==> src/hw/rtl/rtdc_pkg.sv <==
// Shared types and constants for the RTD code to temperature converter.
// Holds the fixed-point coefficients, field widths and the item sideband.
// No dependencies.
`timescale 1ns / 1ps

package rtdc_pkg;

  // Field and datapath widths.
  localparam int CODE_W = 15;
  localparam int REG_W  = 23;
  localparam int XQ_W   = 36;
  localparam int DISC_W = 49;
  localparam int ROOT_W = 25;
  localparam int QT_W   = 19;
  localparam int DEN_W  = 26;
  localparam int NUM_W  = 43;
  localparam int TEMP_W = 18;

  // Callendar-Van Dusen coefficients: A scaled by 2^32, |B| scaled by 2^48.
  localparam logic [24:0] CVD_A_Q = 25'd16786021;
  localparam logic [27:0] CVD_B_Q = 28'd162551799;
  localparam logic [DISC_W-1:0] CVD_A2_Q =
    DISC_W'({25'd0, CVD_A_Q} * {25'd0, CVD_A_Q});

  // Result limits and the linear fallback offset.
  localparam logic signed [TEMP_W-1:0] TEMP_MAX_CENTI = 18'sd100000;
  localparam logic signed [TEMP_W-1:0] LIN_OFFSET     = 18'sd256;
  localparam logic signed [TEMP_W-1:0] LIN_SCALE      = 18'sd100;

  // Configuration register reset values.
  localparam logic [REG_W-1:0] REF_RES_RESET = 23'd430000;
  localparam logic [REG_W-1:0] NOM_RES_RESET = 23'd101700;

  // Configuration register indexes.
  typedef enum logic [0:0] {
    REG_REF_RES = 1'b0,
    REG_NOM_RES = 1'b1
  } reg_idx_t;

  // Sideband that travels with each item through the pipeline.
  typedef struct packed {
    logic                     valid;
    logic                     lin;
    logic                     sat;
    logic signed [TEMP_W-1:0] lin_temp;
  } side_t;

endpackage

==> src/hw/rtl/rtdc_xq_div.sv <==
// Pipelined restoring divider for xq = (d << 32) / r0, one quotient bit per stage.
// Depends on rtdc_pkg.
`timescale 1ns / 1ps

module rtdc_xq_div import rtdc_pkg::*; (
  input  logic             clk,
  input  logic             rst_n,
  input  side_t            side_i,
  input  logic [REG_W-1:0] d_i,
  input  logic [REG_W-1:0] r0_i,
  output side_t            side_o,
  output logic [XQ_W-1:0]  xq_o
);

  side_t             side_r [XQ_W];
  logic [REG_W:0]    rem_r  [XQ_W];
  logic [XQ_W-1:0]   q_r    [XQ_W];
  logic [3:0]        lo_r   [XQ_W];

  for (genvar i = 0; i < XQ_W; i++) begin : g_step
    side_t           side_cur;
    logic [REG_W:0]  rem_cur;
    logic [XQ_W-1:0] q_cur;
    logic [3:0]      lo_cur;
    logic [REG_W:0]  shifted;
    logic            fits;

    // The first stage starts from the top bits of d; the quotient's upper bits are zero.
    if (i == 0) begin : g_first
      assign side_cur = side_i;
      assign rem_cur  = {5'd0, d_i[REG_W-1:4]};
      assign q_cur    = '0;
      assign lo_cur   = d_i[3:0];
    end else begin : g_next
      assign side_cur = side_r[i-1];
      assign rem_cur  = rem_r[i-1];
      assign q_cur    = q_r[i-1];
      assign lo_cur   = lo_r[i-1];
    end

    // Bring down one dividend bit and try a subtract.
    assign shifted = {rem_cur[REG_W-1:0], lo_cur[3]};
    assign fits    = shifted >= {1'b0, r0_i};

    always_ff @(posedge clk) begin
      if (!rst_n) begin
        side_r[i].valid <= 1'b0;
      end else begin
        side_r[i] <= side_cur;
      end
      rem_r[i]  <= fits ? (shifted - {1'b0, r0_i}) : shifted;
      q_r[i]    <= {q_cur[XQ_W-2:0], fits};
      lo_r[i]   <= {lo_cur[2:0], 1'b0};
    end
  end

  assign side_o = side_r[XQ_W-1];
  assign xq_o   = q_r[XQ_W-1];

endmodule

==> config.mk <==
export PLATFORM = sky130hd
export DESIGN_NAME = rtdc_xq_div
export DESIGN_NICKNAME = d
export VERILOG_FILES = /design/src/hw/rtl/rtdc_pkg.sv /design/src/hw/rtl/rtdc_xq_div.sv
export SDC_FILE = /design/constraint.sdc
export NUM_CORES = 2
export LEC_CHECK = 0
export BUFFER_PORTS_ARGS = -buffer_cell sky130_fd_sc_hd__buf_2
export CORE_MARGIN = 2
export CORE_UTILIZATION = 55
export DETAILED_ROUTE_END_ITERATION = 10
export PLACE_DENSITY = 0.74
export SETUP_SLACK_MARGIN = 0.15
export SYNTH_ARGS = -nofsm -noshare
export SYNTH_HDL_FRONTEND = slang
export SYNTH_SLANG_ARGS = --single-unit
==> constraint.sdc <==
create_clock -name clk -period 7.9 [get_ports clk]
set_input_delay 1.58 -clock clk [delete_from_list [all_inputs] [get_ports clk]]
set_output_delay 1.58 -clock clk [all_outputs]
set_load 0.02 [all_outputs]
==> flow_summary.ini <==
[outcome]
status = complete, no violations

[floorplan]
rows = 156
die_h_um = 429.4
ioPinCount = 126
die_width_um = 429.4
start_util = 0.5519
die-area_um2 = 184400
coreArea_um2 = 180400

[cells_and_area]
fin_util = 0.6164
nNetsFinal = 9991
syn_to_final_growth_pct = 11.68
seq_area_um2 = 51910
final_cells = 11630
drive_gt1_frac = 0.1270
final_common_cell = dfxtp_1
stdcell_area_um2 = 111200
final_cell_mix = 1513 x dfxtp_1, 824 x ha_1, 720 x edfxtp_1
multi_input_area_um2 = 46190
n_fill_cell = 14130

[worst_setup_path]
cpMaxStageDelayCell = nand2_1
cp-end-kind = flip-flop
cp.arrival_ns = 5.93
reg2reg_from = lo_r[1][2]
crit_start = r0_i[3]
start_kind = input port
r2r_cells = 11
cp_data_required_time_ns = 8.66
critical_path.cell_chain = buf_2 > inv_2 > buf_4 > ha_1 > and3_1 > a221oi_1 > nand3b_1 > a21oi_1 > o21ai_0 > o211ai_1 > nand4_1 > nand2_1 > mux2_2
path_max_fanout = 23
cpPeakStageDelay_ns = 0.59
worstSetupPathType = input port to flip-flop

[drt]
drtAntennaViolNets = 0
via_count = 66460
wirelength_um = 219700
vias_per_cell = 5.713
dr.first_iter.drc_count = 4718
wl_per_cell_um = 18.89
drc = 0
drtPass1Iterations = 8

[synthesis]
ys_types = 101
yosysTopAreaCell = dfxtp_1
ys_warn_count = 0
synth_edf_count = 720
synthTopCellsByArea = dfxtp_1 30%, edfxtp_1 22%, ha_1 10%
syn_area_per_cell_um2 = 11.32
yosysTopAreaCellShare = 0.3043
async_flop_share = 0
yosysSeqAreaShare = 0.5215
ys_seq_elements = 2233
syn-cell-area_um2 = 99540
synth_cells = 8796
synth_nets = 9724
synth_flop_cell = dfxtp_1

[clocking]
ctsHtreeMaxLevel = 4
cts_resized = 0
cts_sinks = 2233
clk_pin_slew_worst_paths_ns = 0.06
cts_tree = done
cts_made_buffers = 222
cts_max_path_buffers = 3
cts_setup_buffers = 0
clockRootBuffer = clkbuf_16
insertion_delay_ns = 0.86
cts_hold_buf = 0

[worst_hold_path]
min_path_cells = 0
hold_start = q_r[4][110]
hp-class = flip-flop to flip-flop

[global_route]
grt_max_degree = 181
track_usage = 0.2339
grt_pass1_vias = 65220
grt_overflow_total = 0
antenna_found_initial = 13
grt_pass1_wl_um = 347100

[place]
place_ws_ns = 1.801
gp_congestion = 0.9182
dp_hpwl_um = 152100
port_buffers = 125
placed_area_um2 = 103200
place_inst = 11210

[sta]
fin_crit_sh = 0.6550
fin_hold_ws_ns = 0.2875
slew_headroom = 0.1436
worst_pin_slew_ns = 1.285
period_minus_slack_ns = 5.175
finalSetupViolations = 0
slew_viol_final = 0
setup_tns_ns = 0
fin_worst_skew_ns = 0.06414
clock.fmax_ghz = 0.1932
finalHoldViolCount = 0
rsz0062_at_grt = false
fin_ws_ns = 2.725

[pwr]
intPower_mw = 33.10
comb_power_share = 0.441
net-switching-power_mw = 18.87
sequentialPowerShare = 0.346
switching_share = 0.3631
powerDensity_nw_per_um2 = 467.5
leakagePower_nw = 45.99
total_power_mw = 51.97
clkPwrFrac = 0.213
peakVddDrop_uv = 239.0

[flow_run]
drv_cap = 0
-- cell families (layout without fill, tap and decap cells) --
| family | after synthesis | in the layout | share of synthesized area |
|---|---|---|---|
| flops | 2233 | 2233 | 0.5215 |
| mux | 478 | 478 | 0.05512 |
| simple gates | 1888 | 1888 | 0.09094 |
| other cells | 0 | 4 | 0 |
| fa+ha+maj | 859 | 859 | 0.1106 |
| compound gates | 2301 | 2301 | 0.1487 |
| xor+xnor | 653 | 653 | 0.05745 |
| buf+inv | 384 | 847 | 0.01574 |
-- area by class of cell --
| type | count | share of cell area |
|---|---|---|
| diodes | 4 | 0.00009004 |
| multi-input cells | 6179 | 0.4155 |
| flip-flops and latches | 2233 | 0.4669 |
| well taps | 2370 | 0.02667 |
| repair buffers | 208 | 0.01240 |
| clock inverters | 135 | 0.01596 |
| inverters | 219 | 0.007439 |
| clock buffers | 285 | 0.05501 |
-- synth_stat cells, types with 66 or more instances --
library cell,instances
nand3_1,119
o21ai_0,518
nand4_1,99
and2_1,83
dfxtp_1,1513
o31ai_1,66
a31oi_1,70
mux2_2,421
edfxtp_1,720
nand2b_1,83
nor2_1,514
xnor2_1,414
a21oi_1,661
ha_1,824
a211oi_1,69
xor2_1,239
nand2_1,550
inv_1,217
o21a_1,111
a21o_1,347
nor2b_1,92
o21bai_1,95
clkbuf_1,111
nor3_1,130
-- registers in the layout, summed over array words and instances (netlist names) --
name    flops
side_r    756
q_r       666
lo_r        6
rem_r     805
-- final timing paths --
check	slack, ns	endpoint
max	2.73	rem_r[6][38]
min	0.29	q_r[5][3]
max reg2reg	3.71	rem_r[0][65]
min reg2reg	0.29	q_r[5][3]
-- worst max-delay path: cells and delay by family --
| family | cells | cell delay (ns) |
|---|---|---|
| AOI/OAI and AO/OA | 4 | 1.16 |
| adders and majority gates | 1 | 0.35 |
| buffers and inverters | 3 | 1.12 |
| muxes | 1 | 0.53 |
| and+or+nand+nor | 4 | 1.16 |
-- layer usage --
layer | GRT usage | up-vias | routed length, um
li1 | - | 32840 | -
met5 | 0 | - | 13
met1 | 0.2948 | 31530 | 95560
met2 | 0.3991 | 1591 | 105700
met4 | 0.1064 | 2 | 9543
met3 | 0.03206 | 497 | 8926
-- power by group through the flow --
stage	combinational (mW)	clock (mW)	sequential, mW
2_1_floorplan	18.3	0	17.2
3_3_place_gp	21.9	0	18.2
3_5_place_dp	22.5	0	18.2
4_1_cts	22.7	11.3	18.0
5_1_grt	25.5	11.8	18.3
6_report	22.9	11.0	18.0
(Power assumes the default switching activity.)
