[config.mk]
export PLATFORM = sky130hd
export DESIGN_NAME = rtdc_sqrt
export DESIGN_NICKNAME = d
export VERILOG_FILES = /design/src/hw/rtl/rtdc_pkg.sv /design/src/hw/rtl/rtdc_sqrt.sv
export SDC_FILE = /design/constraint.sdc
export NUM_CORES = 2
export LEC_CHECK = 0
export BUFFER_PORTS_ARGS = -buffer_cell sky130_fd_sc_hd__buf_2
export CAP_MARGIN = 20
export CORE_ASPECT_RATIO = 0.6
export CORE_MARGIN = 2
export CORE_UTILIZATION = 64
export CTS_BUF_LIST = sky130_fd_sc_hd__clkbuf_8
export DETAILED_ROUTE_END_ITERATION = 8
export PLACE_DENSITY = 0.82
export SYNTH_ARGS = -nofsm -noshare
export SYNTH_HDL_FRONTEND = slang
export SYNTH_SLANG_ARGS = --single-unit
[constraint.sdc]
create_clock -name clk -period 3.7 [get_ports clk]
set_input_delay 0.74 -clock clk [delete_from_list [all_inputs] [get_ports clk]]
set_output_delay 0.74 -clock clk [all_outputs]
set_load 0.005 [all_outputs]
[src/hw/rtl/rtdc_pkg.sv]
// Shared types and constants for the RTD code to temperature converter.
// Holds the fixed-point coefficients, field widths and the item sideband.
// No dependencies.
`timescale 1ns / 1ps

package rtdc_pkg;

  // Field and datapath widths.
  localparam int CODE_W = 15;
  localparam int REG_W  = 23;
  localparam int XQ_W   = 36;
  localparam int DISC_W = 49;
  localparam int ROOT_W = 25;
  localparam int QT_W   = 19;
  localparam int DEN_W  = 26;
  localparam int NUM_W  = 43;
  localparam int TEMP_W = 18;

  // Callendar-Van Dusen coefficients: A scaled by 2^32, |B| scaled by 2^48.
  localparam logic [24:0] CVD_A_Q = 25'd16786021;
  localparam logic [27:0] CVD_B_Q = 28'd162551799;
  localparam logic [DISC_W-1:0] CVD_A2_Q =
    DISC_W'({25'd0, CVD_A_Q} * {25'd0, CVD_A_Q});

  // Result limits and the linear fallback offset.
  localparam logic signed [TEMP_W-1:0] TEMP_MAX_CENTI = 18'sd100000;
  localparam logic signed [TEMP_W-1:0] LIN_OFFSET     = 18'sd256;
  localparam logic signed [TEMP_W-1:0] LIN_SCALE      = 18'sd100;

  // Configuration register reset values.
  localparam logic [REG_W-1:0] REF_RES_RESET = 23'd430000;
  localparam logic [REG_W-1:0] NOM_RES_RESET = 23'd101700;

  // Configuration register indexes.
  typedef enum logic [0:0] {
    REG_REF_RES = 1'b0,
    REG_NOM_RES = 1'b1
  } reg_idx_t;

  // Sideband that travels with each item through the pipeline.
  typedef struct packed {
    logic                     valid;
    logic                     lin;
    logic                     sat;
    logic signed [TEMP_W-1:0] lin_temp;
  } side_t;

endpackage

[src/hw/rtl/rtdc_sqrt.sv]
// Pipelined integer square root, one root bit per stage.
// Depends on rtdc_pkg.
`timescale 1ns / 1ps

module rtdc_sqrt import rtdc_pkg::*; (
  input  logic              clk,
  input  logic              rst_n,
  input  side_t             side_i,
  input  logic [XQ_W-1:0]   xq_i,
  input  logic [DISC_W-1:0] disc_i,
  output side_t             side_o,
  output logic [XQ_W-1:0]   xq_o,
  output logic [ROOT_W-1:0] root_o
);

  side_t             side_r [ROOT_W];
  logic [XQ_W-1:0]   xq_r   [ROOT_W];
  logic [49:0]       v_r    [ROOT_W];
  logic [27:0]       rem_r  [ROOT_W];
  logic [ROOT_W-1:0] root_r [ROOT_W];

  for (genvar i = 0; i < ROOT_W; i++) begin : g_step
    side_t             side_cur;
    logic [XQ_W-1:0]   xq_cur;
    logic [49:0]       v_cur;
    logic [27:0]       rem_cur;
    logic [ROOT_W-1:0] root_cur;
    logic [27:0]       cand;
    logic [27:0]       trial;
    logic              fits;

    if (i == 0) begin : g_first
      assign side_cur = side_i;
      assign xq_cur   = xq_i;
      assign v_cur    = {1'b0, disc_i};
      assign rem_cur  = '0;
      assign root_cur = '0;
    end else begin : g_next
      assign side_cur = side_r[i-1];
      assign xq_cur   = xq_r[i-1];
      assign v_cur    = v_r[i-1];
      assign rem_cur  = rem_r[i-1];
      assign root_cur = root_r[i-1];
    end

    // Bring down two radicand bits and test the next root bit.
    assign cand  = {rem_cur[25:0], v_cur[49:48]};
    assign trial = {1'b0, root_cur, 2'b01};
    assign fits  = cand >= trial;

    always_ff @(posedge clk) begin
      if (!rst_n) begin
        side_r[i].valid <= 1'b0;
      end else begin
        side_r[i] <= side_cur;
      end
      xq_r[i]   <= xq_cur;
      v_r[i]    <= {v_cur[47:0], 2'b00};
      rem_r[i]  <= fits ? (cand - trial) : cand;
      root_r[i] <= {root_cur[ROOT_W-2:0], fits};
    end
  end

  assign side_o = side_r[ROOT_W-1];
  assign xq_o   = xq_r[ROOT_W-1];
  assign root_o = root_r[ROOT_W-1];

endmodule

==> out/results.ini <==
[run_status]
outcome = finished clean

[detailed_routing]
via_per_inst = 5.20
first_pass_iters = 6
wl_met3_um = 11100
vias = 49400
postRouteAntennaNets = 0
routed_wl_um = 165000
drt-met1-wl_um = 77200
route.detailed.drc = 0
route.met2.wl_um = 74000
highest_layer = met4
drtIter0Drc = 3848
wl_per_cell_um = 17.4

[sta]
worst_pin_slew_ns = 1.00
setup_violations = 0
hold_violations = 0
report.final.slew_viol_count = 0
rsz0062_at_grt = no
fmax_mhz = 284
slew_headroom_pct = 32.4
min_period_over_period_pct = 95.1
finalClockSkew_ns = 0.0977
period_minus_slack_ns = 3.52
setup_tns_ns = 0

[critical_path]
cp.arrival_ns = 4.37
rr_startpoint = root_r[19][0]
cp.required_ns = 4.55
worstSetupPathType = reg2reg
crit_chain = inv_1 -> ha_1 -> nor2b_1 -> o21ai_0 -> a21boi_0 -> o221ai_1 -> a21oi_1 -> a31o_2 -> a21o_1 -> a2111oi_1 -> xor2_1
r2r_end = rem_r[2][136]
worst-path-stages = 11
cp-start-kind = flip-flop
critPathTopFamily = compound AO/OA/AOI/OAI gates
endpoint_kind = flip-flop
critPathSlowestCell = a2111oi_1
cpPeakStageDelay_ns = 0.54
reg2reg_depth = 11
rrSetupSlack_ns = 0.18
cp_max_fo = 4
worst-path-buf-inv = 1

[die]
ios = 190
dieArea_mm2 = 0.141
die_h_um = 292
initial_utilization_pct = 64.5
fp.coreArea_mm2 = 0.137
die_width_um = 483
row_count = 105

[place]
gp_congestion = 0.929
io_buffers = 189
place_hpwl_um = 108000

[synthesis]
synthAdderAreaFrac_pct = 4.97
synth_xor_area_share_pct = 4.79
yosys.area_share.simple_pct = 7.49
yosysTopAreaCellShare_pct = 55.3
synth_edf_count = 500
ys_seq_elements = 2934
avgSynthCellArea_um2 = 13.1
synth_common_cells = dfxtp_1 (2434), edfxtp_1 (500), inv_1 (420)
synth.top_cells.by_area = dfxtp_1 (55%), edfxtp_1 (17%), ha_1 (5.0%)
synth_area_leader_cell = dfxtp_1
synth_compound_area_share_pct = 7.39
ys_warn_count = 0
synthMostInstantiatedCell = dfxtp_1
synth_nets = 7178
synth_top_flop_cell = dfxtp_1
postSynth.asyncResetShare_pct = 0
synth.distinct_cells = 87
synth-seq-area-share_pct = 72.3
synth_top_family_by_area = simple AND/OR/NAND/NOR gates
netlist_area_mm2 = 0.0882
muxShareOfSynthArea_pct = 0.873
synthCells = 6720

[power_and_ir_drop]
combPwrFrac_pct = 10.9
total_power_mw = 69.5
clockPowerShare_pct = 34.3
switchingPower_mw = 17.7
ir_drop_uv = 502
p_leak_nw = 45.0
p_seq_share_pct = 54.9
p_per_area_mw_per_mm2 = 692
internal-power_mw = 51.8
p_sw_share_pct = 25.5

[min_path]
hp-start = rst_n
hold_path_end = side_r[0][20]
min_path_cells = 2
hold_path.class = in2reg

[clocking]
cts_buffers = 388
root_buffer = clkbuf_8
htreeDepth = 5
cts_tree = yes
clkTransAtPathRegs_ns = 0.06
clk_latency_ns = 1.07
cts_max_path_buffers = 4
cts_sinks = 2934

[layout]
area_growth_syn_to_layout_pct = 14.0
fin_nets = 7840
drive_gt1_share_pct = 11.9
final_util_pct = 73.5

[global_routing]
grt_max_degree = 93
antenna_found_initial = 4
grt_overflow = 0
grt_pass1_vias = 49800
grt_pass1_wl_um = 264000
grt_usage_pct = 23.4

[job]
cap_violations = 0

[cell type report]
class                   count  area, um^2
flip-flops and latches   2934       63700
fillers                  8419       36300
multi-input cells        3272       22500
clock buffers             459        6320
repair buffers            364        2650
well taps                1819        2280
inverters                 422        1580
clock inverters           221        1390
diodes                      4        10.0
[metal layers]
| layer | vias up | GRT usage (%) |
|---|---|---|
| met1 | 23300 | 33.0 |
| met3 | 259 | 5.14 |
| li1 | 24400 | - |
| met4 | 0 | 6.77 |
| met2 | 1432 | 36.5 |
| met5 | - | 0 |
[logic make-up after synthesis]
group,after synthesis
xor gates and xnor gates,482
buffers and inverters,514
muxes,69
and+or+nand+nor,1333
adders and majority gates,350
AOI/OAI and AO/OA,1037
other,1
DFF,2934
[power by group through the flow]
stage / Combinational (mW) / Sequential, mW / Clock, mW
floorplan: 5.54 / 38.0 / 0
global placement: 7.05 / 38.6 / 0
detailed placement: 7.27 / 38.8 / 0
CTS: 7.45 / 38.1 / 24.4
global route: 8.41 / 38.5 / 25.8
finish: 7.55 / 38.1 / 23.8
[placed cells by master, fill, tap and decap left out, drive strengths merged, types with 253 or more instances in the layout]
| master | count |
|---|---|
| edfxtp | 500 |
| nor2 | 393 |
| xnor2 | 253 |
| inv | 540 |
| buf | 258 |
| ha | 350 |
| nand2 | 277 |
| clkbuf | 459 |
| dfxtp | 2434 |
| a21oi | 349 |
[timing repair]
action,4_1_cts,5_1_grt
buffers inserted,0,0
gates resized for setup,0,4
hold buffers,106,0
hold endpoints to repair,106,0
setup endpoints to repair,0,27
[worst max-delay path by stage]
stage,start,to,slack [ns]
after global routing,root_r[19][0],rem_r[2][136],0.004
after CTS,root_r[22][0],rem_r[2][204],0.07
after floorplan,root_r[22][0],rem_r[2][197],0.68
after global placement,root_r[22][0],rem_r[2][199],0.27
final,root_r[19][0],rem_r[2][136],0.18
after detailed placement,root_r[22][0],rem_r[2][201],0.14
[state kept, by name, summed over array words and instances, names as in the netlist]
register  flops
v_r         600
root_r      325
xq_r        900
rem_r       584
side_r      525
[stage by stage]
stage               instance area, um^2  hold WS [ns]  std cells  setup WS (ns)
finish                           100000         0.224       9495          0.182
global route                     100000         0.219       9494        0.00416
CTS                              100000         0.186       9491         0.0704
detailed placement                91700         0.312       8705          0.142
global placement                  91700         0.309       8705          0.269
floorplan                         88200         0.310       6720          0.681
No activity file was read; power rests on OpenSTA's default activity.
