`src/hw/rtl/rtdc_pkg.sv`:
```
// Shared types and constants for the RTD code to temperature converter.
// Holds the fixed-point coefficients, field widths and the item sideband.
// No dependencies.
`timescale 1ns / 1ps

package rtdc_pkg;

  // Field and datapath widths.
  localparam int CODE_W = 15;
  localparam int REG_W  = 23;
  localparam int XQ_W   = 36;
  localparam int DISC_W = 49;
  localparam int ROOT_W = 25;
  localparam int QT_W   = 19;
  localparam int DEN_W  = 26;
  localparam int NUM_W  = 43;
  localparam int TEMP_W = 18;

  // Callendar-Van Dusen coefficients: A scaled by 2^32, |B| scaled by 2^48.
  localparam logic [24:0] CVD_A_Q = 25'd16786021;
  localparam logic [27:0] CVD_B_Q = 28'd162551799;
  localparam logic [DISC_W-1:0] CVD_A2_Q =
    DISC_W'({25'd0, CVD_A_Q} * {25'd0, CVD_A_Q});

  // Result limits and the linear fallback offset.
  localparam logic signed [TEMP_W-1:0] TEMP_MAX_CENTI = 18'sd100000;
  localparam logic signed [TEMP_W-1:0] LIN_OFFSET     = 18'sd256;
  localparam logic signed [TEMP_W-1:0] LIN_SCALE      = 18'sd100;

  // Configuration register reset values.
  localparam logic [REG_W-1:0] REF_RES_RESET = 23'd430000;
  localparam logic [REG_W-1:0] NOM_RES_RESET = 23'd101700;

  // Configuration register indexes.
  typedef enum logic [0:0] {
    REG_REF_RES = 1'b0,
    REG_NOM_RES = 1'b1
  } reg_idx_t;

  // Sideband that travels with each item through the pipeline.
  typedef struct packed {
    logic                     valid;
    logic                     lin;
    logic                     sat;
    logic signed [TEMP_W-1:0] lin_temp;
  } side_t;

endpackage

```
`src/hw/rtl/rtdc_temp_div.sv`:
```
// Final pipelined divider: temp = 200*xq / (A + root), one quotient bit per stage.
// Depends on rtdc_pkg.
`timescale 1ns / 1ps

module rtdc_temp_div import rtdc_pkg::*; (
  input  logic              clk,
  input  logic              rst_n,
  input  side_t             side_i,
  input  logic [XQ_W-1:0]   xq_i,
  input  logic [ROOT_W-1:0] root_i,
  output side_t             side_o,
  output logic [QT_W-1:0]   quot_o
);

  side_t            side_p_r;
  logic [NUM_W-1:0] num_r;
  logic [DEN_W-1:0] den_p_r;

  side_t            side_r [QT_W];
  logic [DEN_W:0]   rem_r  [QT_W];
  logic [QT_W-1:0]  lo_r   [QT_W];
  logic [DEN_W-1:0] den_r  [QT_W];
  logic [QT_W-1:0]  q_r    [QT_W];

  // Numerator and denominator are formed a stage ahead of the divider.
  always_ff @(posedge clk) begin
    if (!rst_n) begin
      side_p_r.valid <= 1'b0;
    end else begin
      side_p_r <= side_i;
    end
    num_r    <= {7'd0, xq_i} * 43'd200;
    den_p_r  <= {1'b0, CVD_A_Q} + {1'b0, root_i};
  end

  for (genvar i = 0; i < QT_W; i++) begin : g_step
    side_t            side_cur;
    logic [DEN_W:0]   rem_cur;
    logic [QT_W-1:0]  lo_cur;
    logic [DEN_W-1:0] den_cur;
    logic [QT_W-1:0]  q_cur;
    logic [DEN_W:0]   cand;
    logic             fits;

    // The denominator is at least 2^24, so the top numerator bits start below it.
    if (i == 0) begin : g_first
      assign side_cur = side_p_r;
      assign rem_cur  = {3'd0, num_r[NUM_W-1:QT_W]};
      assign lo_cur   = num_r[QT_W-1:0];
      assign den_cur  = den_p_r;
      assign q_cur    = '0;
    end else begin : g_next
      assign side_cur = side_r[i-1];
      assign rem_cur  = rem_r[i-1];
      assign lo_cur   = lo_r[i-1];
      assign den_cur  = den_r[i-1];
      assign q_cur    = q_r[i-1];
    end

    assign cand = {rem_cur[DEN_W-1:0], lo_cur[QT_W-1]};
    assign fits = cand >= {1'b0, den_cur};

    always_ff @(posedge clk) begin
      if (!rst_n) begin
        side_r[i].valid <= 1'b0;
      end else begin
        side_r[i] <= side_cur;
      end
      rem_r[i]  <= fits ? (cand - {1'b0, den_cur}) : cand;
      lo_r[i]   <= {lo_cur[QT_W-2:0], 1'b0};
      den_r[i]  <= den_cur;
      q_r[i]    <= {q_cur[QT_W-2:0], fits};
    end
  end

  assign side_o = side_r[QT_W-1];
  assign quot_o = q_r[QT_W-1];

endmodule

```
`config.mk`:
```
export PLATFORM = sky130hd
export DESIGN_NAME = rtdc_temp_div
export DESIGN_NICKNAME = d
export VERILOG_FILES = /design/src/hw/rtl/rtdc_pkg.sv /design/src/hw/rtl/rtdc_temp_div.sv
export SDC_FILE = /design/constraint.sdc
export NUM_CORES = 2
export LEC_CHECK = 0
export ABC_AREA = 1
export BUFFER_PORTS_ARGS = -buffer_cell sky130_fd_sc_hd__buf_2
export CAP_MARGIN = 15
export CORE_ASPECT_RATIO = 1.1
export CORE_MARGIN = 2
export CORE_UTILIZATION = 50
export DETAILED_ROUTE_END_ITERATION = 6
export PLACE_DENSITY_LB_ADDON = 0.12
export SETUP_SLACK_MARGIN = 0.3
export SYNTH_ARGS = -nofsm -noshare
export SYNTH_HDL_FRONTEND = slang
export SYNTH_SLANG_ARGS = --single-unit
```
`constraint.sdc`:
```
create_clock -name clk -period 3.6 [get_ports clk]
set_clock_uncertainty 0.15 [all_clocks]
set_input_delay 0.72 -clock clk [delete_from_list [all_inputs] [get_ports clk]]
set_output_delay 0.72 -clock clk [all_outputs]
set_load 0.03 [all_outputs]
```
==> results.md <==
* Status: finished with violations
* Failing checks: design-rule violations
* Post-route design area at 98,700 um^2
* Synthesized instance count at 11,765
* Util after Layout at 0.565
* Post-Syn Nets at 12,501
* 1st-pass router iterations at 7
* Share of power burned in registers at 0.308
* Least-Margin Pin Slew at 709 ps
* Tot GR Track Use at 0.270
* Crit end category: flop
* Via Count at 71,177
* Final Critical Period at 3160 ps
* Ports at 124
* Vias per cell at 4.87
* Critical Path AT at 3750 ps
* Post-Syn Area at 87,600 um^2
* Nets@finish at 12,920
* Busiest grt layer: met2
* Die X at 403 um
* Max VDD drop at 0.000598 V
* Comb power frac at 0.494
* Placed cells at 14,246
* Power Internal at 52.5 mW
* Die footprint at 179,000 um^2
* Crit path required time at 4190 ps
* Placed wire-length estimate at 197 mm
* Die height at 443 um
* Switching Share at 0.445
* Wire per inst at 16.5 um
* Most frequent cells in the layout: nand2_1 (3,902), inv_1 (2,569), dfxtp_1 (1,332)
* WHS Path Cells at 3
* Slew Limit Headroom at 0.524
* Mean Syn Cell Area at 7.45 um^2
* Postcts setup bufs at 0
* Critical Path Start Type: input pin
* Slew Viols, Final at 0
* Vias in the first global route at 69,675
* Setup Crit Path Kind: input pin to flop
* CTS tree: built
* Clock power frac at 0.198
* EDFF count, synth at 400
* Cts bufs inserted at 173
* CP Max Fanout at 6
* Initial Utilization at 0.502
* Max Fclk at 317 MHz
* Core Rows at 161
* Gp weighted congestion at 0.960
* Met2 Resource Use GR at 0.471
* Hold crit path type: input pin to flop
* Lkg Pwr at 53.6 nW
* #FFs+latches synth at 1,732
* RSZ-0062 raised after global routing: no
* Number of port buffers at 123
* Top FF cell, synth: dfxtp_1
* # setup viols final at 0
* Post-DP Area at 92,000 um^2
* Root Driver: clkbuf_16
* Critical Path Start: xq_i[2]
* Global-route wire length before repair at 379 mm
* Final std cells w/o fill at 14,621
* Antenna violations before repair at 7
* WL final at 242 mm
* RR Startpoint: den_r[6][7]
* Commonest non-fill, non-tap cell in the layout: nand2_1
* GR Layer Usage met1 at 0.340
* Largest net degree at the start of global routing at 81
* Worst R2R Setup Slack at 590 ps
* Clk_lat worst skew at 860 ps
* Post-synthesis cell type count at 47
* FF-to-FF path depth at 11
* P&R area growth vs syn at 12.7%
* H-tree depth at 4
* Layout cells sized above 1 at 0.0619
* Synth warnings at 0
* Max cap viols at 0
* Grt ovf at 0
* ANT nets after route at 0
* Power per Cell Area at 959 nW/um^2
* Clk sink count at 1,732
* Initial DRC Count at 4,874
* Sequential area share after synthesis at 0.441
* Final hold vios at 0
* Critical Path End: num_r[42]
* Total power at 94.7 mW
* Ys async rst share at 0
* Final Cycle Share at 0.878
* Met3 Use GR at 0.0308
* Max Buffers Root-to-Sink at 3
* Core area at 175,000 um^2
* Fin Hold WS at 79.9 ps
* Net switching power at 42.2 mW
* Reg-to-Reg End: rem_r[7][9]
* DRC Markers at 2
* Clock slew at reported path FFs at 70 ps
-- power by group through the flow --
stage | logic, mW | clock network [mW] | registers [mW]
after global placement | 46.0 | 0 | 29.6
after global routing | 53.1 | 20.0 | 29.6
after detailed placement | 46.3 | 0 | 29.6
after floorplan | 33.0 | 0 | 27.7
final | 46.7 | 18.8 | 29.2
after CTS | 46.6 | 19.3 | 29.3
-- layout make-up --
class | instances | area (um^2)
diodes | 3 | 7.51
clock buffers | 227 | 4810
clock inverters | 100 | 1350
fillers | 16759 | 75900
inverters | 2574 | 9660
multi-input cells | 7330 | 38600
flip-flops and latches | 1732 | 38700
well taps | 2282 | 2860
repair buffers | 373 | 2770
-- critical path, stage by stage --
cell and delay, ps:
dlygate4sd3_1 550, buf_2 140, ha_1 340, ha_4 260, fa_1 600, ha_4 240, nand3_1 110, nand3_2 140
nand4_1 130, nand3_1 190, nand2_1 150, nand2_1 60, nand2_1 60, nand2_1 50
-- per-layer routing --
layer  up-vias  part of all wire
met2      1591              0.48
met1     32183              0.44
met3       439             0.042
met5         -          0.000062
met4         2             0.038
li1      36962                 -
-- sequential cells by signal, summed over array words and instances (netlist names) --
name             cells
den_p_r             26
den_r              468
num_r               40
side_r             399
rem_r              468
q_r                190
g_step.side_cur     21
lo_r               120
-- through the flow --
step / setup WS, ps / TNS [ps]
floorplan: 381 / 0
global placement: -170 / -1320
detailed placement: -132 / -1260
CTS: 325 / 0
global route: 302 / 0
finish: 441 / 0
-- repair_timing --
item	4_1_cts	5_1_grt
endpoints found under the hold margin	47	0
setup endpoints to repair	0	21
resized for setup	0	15
hold buffers	45	0
-- worst min path at each step --
stage | startpoint | end | slack [ps]
4_1_cts | root_i[1] | den_p_r[3] | 10
6_report | xq_i[3] | num_r[6] | 80
3_5_place_dp | num_r[5] | lo_r[0][5] | 160
5_1_grt | xq_i[3] | num_r[6] | 70
3_3_place_gp | lo_r[11][14] | lo_r[12][15] | 160
2_1_floorplan | num_r[10] | lo_r[0][10] | 160
-- Yosys cell counts, types with 19 or more instances --
cell / count / area, um^2
o21ai_0: 219 / 1100
dfxtp_1: 1332 / 26700
inv_1: 2569 / 9640
nand3_2: 27 / 270
nand2_1: 3910 / 14700
or2_2: 27 / 169
nand3_1: 618 / 3090
fa_1: 49 / 981
xor2_1: 271 / 2370
xnor2_1: 30 / 263
buf_4: 19 / 143
ha_1: 603 / 7540
nor2_1: 664 / 2490
a21oi_1: 280 / 1400
clkbuf_1: 43 / 161
buf_6: 20 / 225
nand4_1: 331 / 2070
buf_2: 46 / 230
nor3_1: 55 / 275
o21bai_1: 25 / 188
o21ai_1: 23 / 115
nand3b_1: 93 / 698
edfxtp_1: 400 / 12000
-- kinds of logic (layout without fill, tap and decap cells) --
family	count (synthesis)	after routing	synth area share
and+or+nand+nor	5794	5794	0.277
buffers and inverters	2703	3274	0.119
DFF	1732	1732	0.441
other	0	3	0
adders and majority gates	652	652	0.0973
xor gates and xnor gates	301	301	0.0301
AOI/OAI and AO/OA	583	583	0.0353
(Power assumes the default switching activity.)
