`config.mk`:
```
export PLATFORM = sky130hd
export DESIGN_NAME = rtdc_disc
export DESIGN_NICKNAME = d
export VERILOG_FILES = /design/src/hw/rtl/rtdc_pkg.sv /design/src/hw/rtl/rtdc_disc.sv
export SDC_FILE = /design/constraint.sdc
export NUM_CORES = 1
export LEC_CHECK = 0
export ABC_AREA = 1
export BUFFER_PORTS_ARGS = -buffer_cell sky130_fd_sc_hd__buf_2
export CORE_MARGIN = 5
export CORE_UTILIZATION = 40
export DETAILED_ROUTE_END_ITERATION = 8
export SKIP_CTS_REPAIR_TIMING = 1
export SYNTH_ARGS = -nofsm -noshare
export SYNTH_HDL_FRONTEND = slang
export SYNTH_SLANG_ARGS = --single-unit
export TNS_END_PERCENT = 20
```
`constraint.sdc`:
```
create_clock -name clk -period 13.05 [get_ports clk]
set_input_delay 1.305 -clock clk [delete_from_list [all_inputs] [get_ports clk]]
set_output_delay 1.305 -clock clk [all_outputs]
set_load 0.05 [all_outputs]
```
`src/hw/rtl/rtdc_pkg.sv`:
```
// Shared types and constants for the RTD code to temperature converter.
// Holds the fixed-point coefficients, field widths and the item sideband.
// No dependencies.
`timescale 1ns / 1ps

package rtdc_pkg;

  // Field and datapath widths.
  localparam int CODE_W = 15;
  localparam int REG_W  = 23;
  localparam int XQ_W   = 36;
  localparam int DISC_W = 49;
  localparam int ROOT_W = 25;
  localparam int QT_W   = 19;
  localparam int DEN_W  = 26;
  localparam int NUM_W  = 43;
  localparam int TEMP_W = 18;

  // Callendar-Van Dusen coefficients: A scaled by 2^32, |B| scaled by 2^48.
  localparam logic [24:0] CVD_A_Q = 25'd16786021;
  localparam logic [27:0] CVD_B_Q = 28'd162551799;
  localparam logic [DISC_W-1:0] CVD_A2_Q =
    DISC_W'({25'd0, CVD_A_Q} * {25'd0, CVD_A_Q});

  // Result limits and the linear fallback offset.
  localparam logic signed [TEMP_W-1:0] TEMP_MAX_CENTI = 18'sd100000;
  localparam logic signed [TEMP_W-1:0] LIN_OFFSET     = 18'sd256;
  localparam logic signed [TEMP_W-1:0] LIN_SCALE      = 18'sd100;

  // Configuration register reset values.
  localparam logic [REG_W-1:0] REF_RES_RESET = 23'd430000;
  localparam logic [REG_W-1:0] NOM_RES_RESET = 23'd101700;

  // Configuration register indexes.
  typedef enum logic [0:0] {
    REG_REF_RES = 1'b0,
    REG_NOM_RES = 1'b1
  } reg_idx_t;

  // Sideband that travels with each item through the pipeline.
  typedef struct packed {
    logic                     valid;
    logic                     lin;
    logic                     sat;
    logic signed [TEMP_W-1:0] lin_temp;
  } side_t;

endpackage

```
`src/hw/rtl/rtdc_disc.sv`:
```
// Discriminant stages: B*xq split into two partial products, summed, then
// subtracted from A^2 with a saturation check. Depends on rtdc_pkg.
`timescale 1ns / 1ps

module rtdc_disc import rtdc_pkg::*; (
  input  logic              clk,
  input  logic              rst_n,
  input  side_t             side_i,
  input  logic [XQ_W-1:0]   xq_i,
  output side_t             side_o,
  output logic [XQ_W-1:0]   xq_o,
  output logic [DISC_W-1:0] disc_o
);

  side_t             side1_r, side2_r, side3_r;
  side_t             side3_nxt;
  logic [XQ_W-1:0]   xq1_r, xq2_r, xq3_r;
  logic [45:0]       p_lo_r, p_hi_r;
  logic [63:0]       full_r;
  logic [DISC_W-1:0] disc_r;
  logic [DISC_W:0]   bx;
  logic              over;

  // The product bits from 2^14 up form 4*B*x at the 2^64 scale of A^2.
  assign bx   = full_r[63:14];
  assign over = bx > {1'b0, CVD_A2_Q};

  // A negative discriminant saturates the result.
  always_comb begin
    side3_nxt     = side2_r;
    side3_nxt.sat = side2_r.sat | over;
  end

  always_ff @(posedge clk) begin
    if (!rst_n) begin
      side1_r.valid <= 1'b0;
      side2_r.valid <= 1'b0;
      side3_r.valid <= 1'b0;
    end else begin
      side1_r <= side_i;
      side2_r <= side1_r;
      side3_r <= side3_nxt;
    end
    // Partial products on the low and high halves of xq.
    xq1_r   <= xq_i;
    p_lo_r  <= {18'd0, CVD_B_Q} * {28'd0, xq_i[17:0]};
    p_hi_r  <= {18'd0, CVD_B_Q} * {28'd0, xq_i[35:18]};
    // Recombine the partial products.
    xq2_r   <= xq1_r;
    full_r  <= {p_hi_r, 18'd0} + {18'd0, p_lo_r};
    // A^2 minus B*xq.
    xq3_r   <= xq2_r;
    disc_r  <= CVD_A2_Q - bx[DISC_W-1:0];
  end

  assign side_o = side3_r;
  assign xq_o   = xq3_r;
  assign disc_o = disc_r;

endmodule

```
==> results of run 1 <==
==> synth_stat cells <==
cell type / count
inv_1: 837
nand2_1: 606
fa_1: 383
ha_1: 370
dfxtp_1: 287
nor2_1: 262
a21oi_1: 185
nand3_1: 137
o21ai_0: 108
xor2_1: 88
edfxtp_1: 60
nand4_1: 43
nor3_1: 39
xnor2_1: 24
o21a_1: 15
o21bai_1: 15
a21o_1: 9
nor4_1: 9
o21ai_1: 9
a31oi_1: 5
and3_1: 5
nand3b_1: 5
nor2_2: 5
nor3_2: 5
or2_2: 5
inv_2: 4
o211ai_1: 4
and2_1: 3
o21ai_2: 3
a21boi_0: 2
a21oi_2: 2
nand2b_1: 2
nor3b_1: 2
o22ai_1: 2
a21boi_2: 1
and3b_1: 1
buf_2: 1
clkbuf_2: 1
nand2_2: 1
nand4_2: 1
o2111ai_1: 1
o311ai_0: 1
o31ai_1: 1
==> per-stage QoR <==
| stage | util | area, um^2 | cells | hold slack, ps | setup slack (ps) |
|---|---|---|---|---|---|
| after floorplan | - | 30700 | 3549 | 310 | 6950 |
| after global placement | 0.432 | 32800 | 4742 | 310 | 6040 |
| after detailed placement | 0.432 | 32800 | 4742 | 312 | 6030 |
| after CTS | 0.451 | 34200 | 4817 | 321 | 6680 |
| after global routing | 0.451 | 34200 | 4817 | 318 | 6310 |
| final | 0.451 | 34200 | 4817 | 319 | 6580 |
==> worst paths after layout <==
check | from | to | slack (ps) | cells past startpoint
max | xq_i[12] | p_lo_r[28] | 6580 | 20
min | xq2_r[16] | xq_o[16] | 320 | 0
max reg2reg | p_hi_r[0] | full_r[38] | 10310 | 11
min reg2reg | xq2_r[16] | xq_o[16] | 320 | 0
==> critical path, cell delays in order <==
cell     delay [ps]
buf_2           160
fa_1            720
inv_1           200
fa_1            580
inv_1           100
fa_1            510
fa_1            520
fa_1            580
inv_1            70
fa_1            520
inv_1            40
ha_1            370
a21oi_1         220
o21ai_0         170
a21oi_1         270
o21ai_0         280
nand2_1         160
nand2_1          60
nand2_1          60
nand2_1          60
==> final cells by class <==
class / instances / share of cell area
clock buffers: 50 / 0.0325
clock inverters: 25 / 0.00976
inverters: 841 / 0.0922
multi-input cells: 2359 / 0.583
flip-flops and latches: 347 / 0.220
well taps: 1030 / 0.0376
repair buffers: 165 / 0.0242
==> per-layer routing <==
| metal | GRT usage | vias up | wire, um |
|---|---|---|---|
| met4 | 0.0497 | 0 | 2220 |
| met5 | 0 | - | 0 |
| li1 | - | 11400 | - |
| met2 | 0.347 | 652 | 39000 |
| met3 | 0.0435 | 123 | 5670 |
| met1 | 0.287 | 11000 | 38500 |
==> cells by family after synthesis <==
kind of cell / count (synthesis) / share of synthesized area
flip-flops: 347 / 0.246
buffers and inverters: 843 / 0.103
XOR/XNOR: 112 / 0.0320
AO/OA/AOI/OAI: 363 / 0.0643
adder cells (fa/ha/maj): 753 / 0.401
AND/OR/NAND/NOR: 1131 / 0.154
==> flip-flops by register name, summed over array words and instances, names as in the netlist <==
name	flops
xq_o	36
full_r	51
side_o	21
p_lo_r	33
disc_o	49
side1_r	21
xq2_r	35
side2_r	21
p_hi_r	46
xq1_r	34
==> impl_metrics.toml, run 1 <==
[outcome]
status = "finished, final reports clean"

[routing]
drc_errors = 0
wl_per_cell_um = 17.7
via_count = 23200
drt_iter0_drc = 1419
vias_per_cell = 4.82
totalWireLength_um = 85400
dr.pass1.iters = 5
ant_nets = 0

[die]
core_mm2 = 0.0759
start_util = 0.404
die_h_um = 287
fp.dieW_um = 287
io-pin-count = 165
num_rows = 101
die_area_mm2 = 0.0823

[cts]
h-tree-depth = 2
clkTransAtPathRegs_ps = 80
clock_path_buffers = 3
cts_buffers = 41
root_buffer = "clkbuf_16"
cts.sinks = 347
cts_tree = "built"
clock_latency_ps = 590

[grt]
grt_max_degree = 64
antenna_found_initial = 0
first_global_vias = 24200
grt-ovfl-total = 0
grt_pass1_wl_um = 135000
grt_use_total = 0.211

[timing]
finalSetupViolCount = 0
finalHoldViolCount = 0
fin_tns_setup_ps = 0
min_period_over_period = 0.496
maxSlewHeadroom = 0.493
drv_slew = 0
fin_crit_ps = 6470
max_freq_ghz = 0.155
rsz0062_at_grt = "no"
worst_pin_slew_ps = 760
skew_ps = 29.1

[yosys]
synth_seq_cells = 347
syn_area_per_cell_um2 = 8.65
synth_top_area_share = 0.250
mappedNetlistNets = 4361
syn_inst = 3549
yosys_warnings = 0
synthTopCellsByArea = "fa_1 (25%), dfxtp_1 (19%), ha_1 (15%)"
seq_area_frac_synth = 0.246
synth_top_cell_by_area = "fa_1"
synth_cell_type_count = 43
synth_area_mm2 = 0.0307

[worst_hold_path]
hold_class = "reg -> reg"

[final_layout]
area_delta_synth_final_pct = 11.6
diodes = 0
fill_cells = 7666
final_cell_mix = "inv_1 (837), nand2_1 (606), fa_1 (383)"
mostFrequentLayoutCell = "inv_1"
regArea_mm2 = 0.00755
multi_input_area_mm2 = 0.0200
drive_gt1_frac = 0.0700
nets = 4567

[placed_design]
port_buffers = 164
hpwl_um = 74300
place_congestion = 0.949

[setup_path]
crit_fanout = 7
cp.arrival_ps = 6960
start_kind = "input pin"
crit_type = "in -> reg"
cp-end-kind = "flip-flop"
required_ps = 13540

[job]
max_cap_viol_count = 0
Power of run 1 is not shown: default switching activity piles up to over one toggle a cycle in this logic, so the estimate is an artifact.
==> run 2: changes to the inputs <==
--- a/config.mk
+++ b/config.mk
@@ -5,7 +5,7 @@
 export SDC_FILE = /design/constraint.sdc
 export NUM_CORES = 1
 export LEC_CHECK = 0
-export ABC_AREA = 1
+export ABC_AREA = 0
 export BUFFER_PORTS_ARGS = -buffer_cell sky130_fd_sc_hd__buf_2
 export CORE_MARGIN = 5
 export CORE_UTILIZATION = 40
==> constraint.sdc (replaced) <==
create_clock -name clk -period 6.5 [get_ports clk]
set_input_delay 0.65 -clock clk [delete_from_list [all_inputs] [get_ports clk]]
set_output_delay 0.65 -clock clk [all_outputs]
set_load 0.05 [all_outputs]
==> impl_metrics.toml, run 2 <==
[outcome]
status = "finished, final reports clean"

[routing]
wl_per_cell_um = 17.6
via_count = 17900
ant_nets = 0
drt_iter0_drc = 903
vias_per_cell = 4.73
dr.pass1.iters = 5
totalWireLength_um = 66600
drc_errors = 0

[timing]
skew_ps = 45.8
drv_slew = 0
min_period_over_period = 0.949
fin_crit_ps = 6170
worst_pin_slew_ps = 865
finalHoldViolCount = 0
maxSlewHeadroom = 0.418
finalSetupViolCount = 0
fin_tns_setup_ps = 0
max_freq_ghz = 0.162
setup_slack_ps = 333
rsz0062_at_grt = "no"

[final_layout]
area_delta_synth_final_pct = 17.3
nets = 3685
final_cell_mix = "inv_1 (601), fa_1 (383), ha_1 (370)"
final_cells = 3777
diodes = 0
top_register = "full_r"
design_area_mm2 = 0.0318
mostFrequentLayoutCell = "inv_1"
drive_gt1_frac = 0.156
largest_reg_flops = 51

[grt]
grt_use_total = 0.187
antenna_found_initial = 0
grt-ovfl-total = 0
grt.met2_usage = 0.290
first_global_vias = 19900
grtUsageMet1 = 0.275
grt_pass1_wl_um = 109000
grt_busiest_layer = "met2"
grt_max_degree = 64
met3_usage = 0.0369

[placed_design]
place_area_mm2 = 0.0304
place_congestion = 0.916
dpl_worst_slack_ps = -324
hpwl_um = 57400
port_buffers = 164
dp.cells = 3702

[setup_path]
start_kind = "input pin"
r2r_cells = 12
cp-end-kind = "flip-flop"
rrSetupSlack_ps = 3020
cp.arrival_ps = 6630
crit_type = "in -> reg"
required_ps = 6960
critical_path.slowest_cell = "fa_1"
worst-path-buf-inv = 7
cpPeakStageDelay_ps = 560
critPathTopFamily = "adder cells"
crit_top_cell = "fa_1"
crit_fanout = 5
reg2reg_to = "full_r[52]"
r2r-start = "p_hi_r[0]"
worstPathCellList = "buf_2, fa_1, buf_4, fa_1, inv_1, fa_1, inv_1, fa_1, fa_1, inv_1, fa_1, inv_1, ha_1, a21o_1, a211o_1, a41oi_2, a21oi_1, a31oi_1, buf_4, o21ai_1, a31oi_2, o21ai_0, xor2_1"

[die]
start_util = 0.403
io-pin-count = 165
fp.dieW_um = 270
die_h_um = 270
core_mm2 = 0.0673
die_area_mm2 = 0.0732
num_rows = 95

[cts]
h-tree-depth = 2
cts_buffers = 42
clock_latency_ps = 600
clock_path_buffers = 3
clkTransAtPathRegs_ps = 60
cts.sinks = 347
cts_tree = "built"
root_buffer = "clkbuf_16"

[yosys]
synth-edff-count = 60
async_flop_share = 0
synthMostInstantiatedCell = "inv_1"
syn_inst = 2496
synth_area_mm2 = 0.0271
synthTopCellsByArea = "fa_1 (28%), dfxtp_1 (21%), ha_1 (17%)"
syn_area_per_cell_um2 = 10.9
mappedNetlistNets = 3308
synth_top_area_share = 0.283
synth_seq_cells = 347
synth_cell_type_count = 68
synth_ff_type = "dfxtp_1"
yosys_warnings = 0
yosys-top-cells-count = "inv_1 (601), fa_1 (383), ha_1 (370)"
seq_area_frac_synth = 0.278
synth_top_cell_by_area = "fa_1"

[worst_hold_path]
min_to = "side1_r[15]"
hold_class = "in -> reg"
hp-start = "side_i[15]"
whs_path_depth = 1

[job]
max_cap_viol_count = 0
==> run 2: worst register-to-register path, delay by kind of cell (launching register included) <==
family	cells	cell delay, ps
AND/OR/NAND/NOR	3	480
AO/OA/AOI/OAI	5	1870
buffers and inverters	1	80
adder cells (fa/ha/maj)	2	440
XOR/XNOR	1	170
flip-flops	1	340
==> run 2: metal layers <==
metal / part of all wire / vias to the layer above
met5: 0 / -
met4: 0.019 / 0
met3: 0.056 / 78
met2: 0.44 / 359
met1: 0.49 / 8749
li1: - / 8680
==> run 2: cells by family after synthesis <==
| logic type | share of synthesized area |
|---|---|
| buf+inv | 0.0858 |
| simple gates | 0.0574 |
| mux | 0.00111 |
| xor+xnor | 0.0491 |
| fa+ha+maj | 0.453 |
| compound gates | 0.0754 |
| flops | 0.278 |
==> run 2: stage by stage <==
| step | hold WS [ps] | util |
|---|---|---|
| after CTS | 182 | 0.473 |
| after global routing | 191 | 0.473 |
| final | 226 | 0.473 |
| after global placement | 309 | 0.452 |
| after detailed placement | 312 | 0.452 |
| after floorplan | 310 | - |
==> run 2: area by class of cell <==
class	instances	area, um^2
clock inverters	26	309
inverters	601	2260
well taps	873	1090
clock buffers	49	1130
multi-input cells	1530	17300
flip-flops and latches	347	7550
fillers	6303	35400
repair buffers	351	2220
==> run 2: worst max path at each step <==
stage	startpoint	to	slack [ps]	cells after the start
2_1_floorplan	xq_i[6]	p_lo_r[40]	150	20
3_3_place_gp	xq_i[24]	p_hi_r[45]	-280	22
3_5_place_dp	xq_i[24]	p_hi_r[45]	-320	22
4_1_cts	xq_i[25]	p_hi_r[38]	280	23
5_1_grt	xq_i[24]	p_hi_r[39]	50	22
6_report	xq_i[25]	p_hi_r[38]	330	23
Power of run 2 is left out for the same reason.
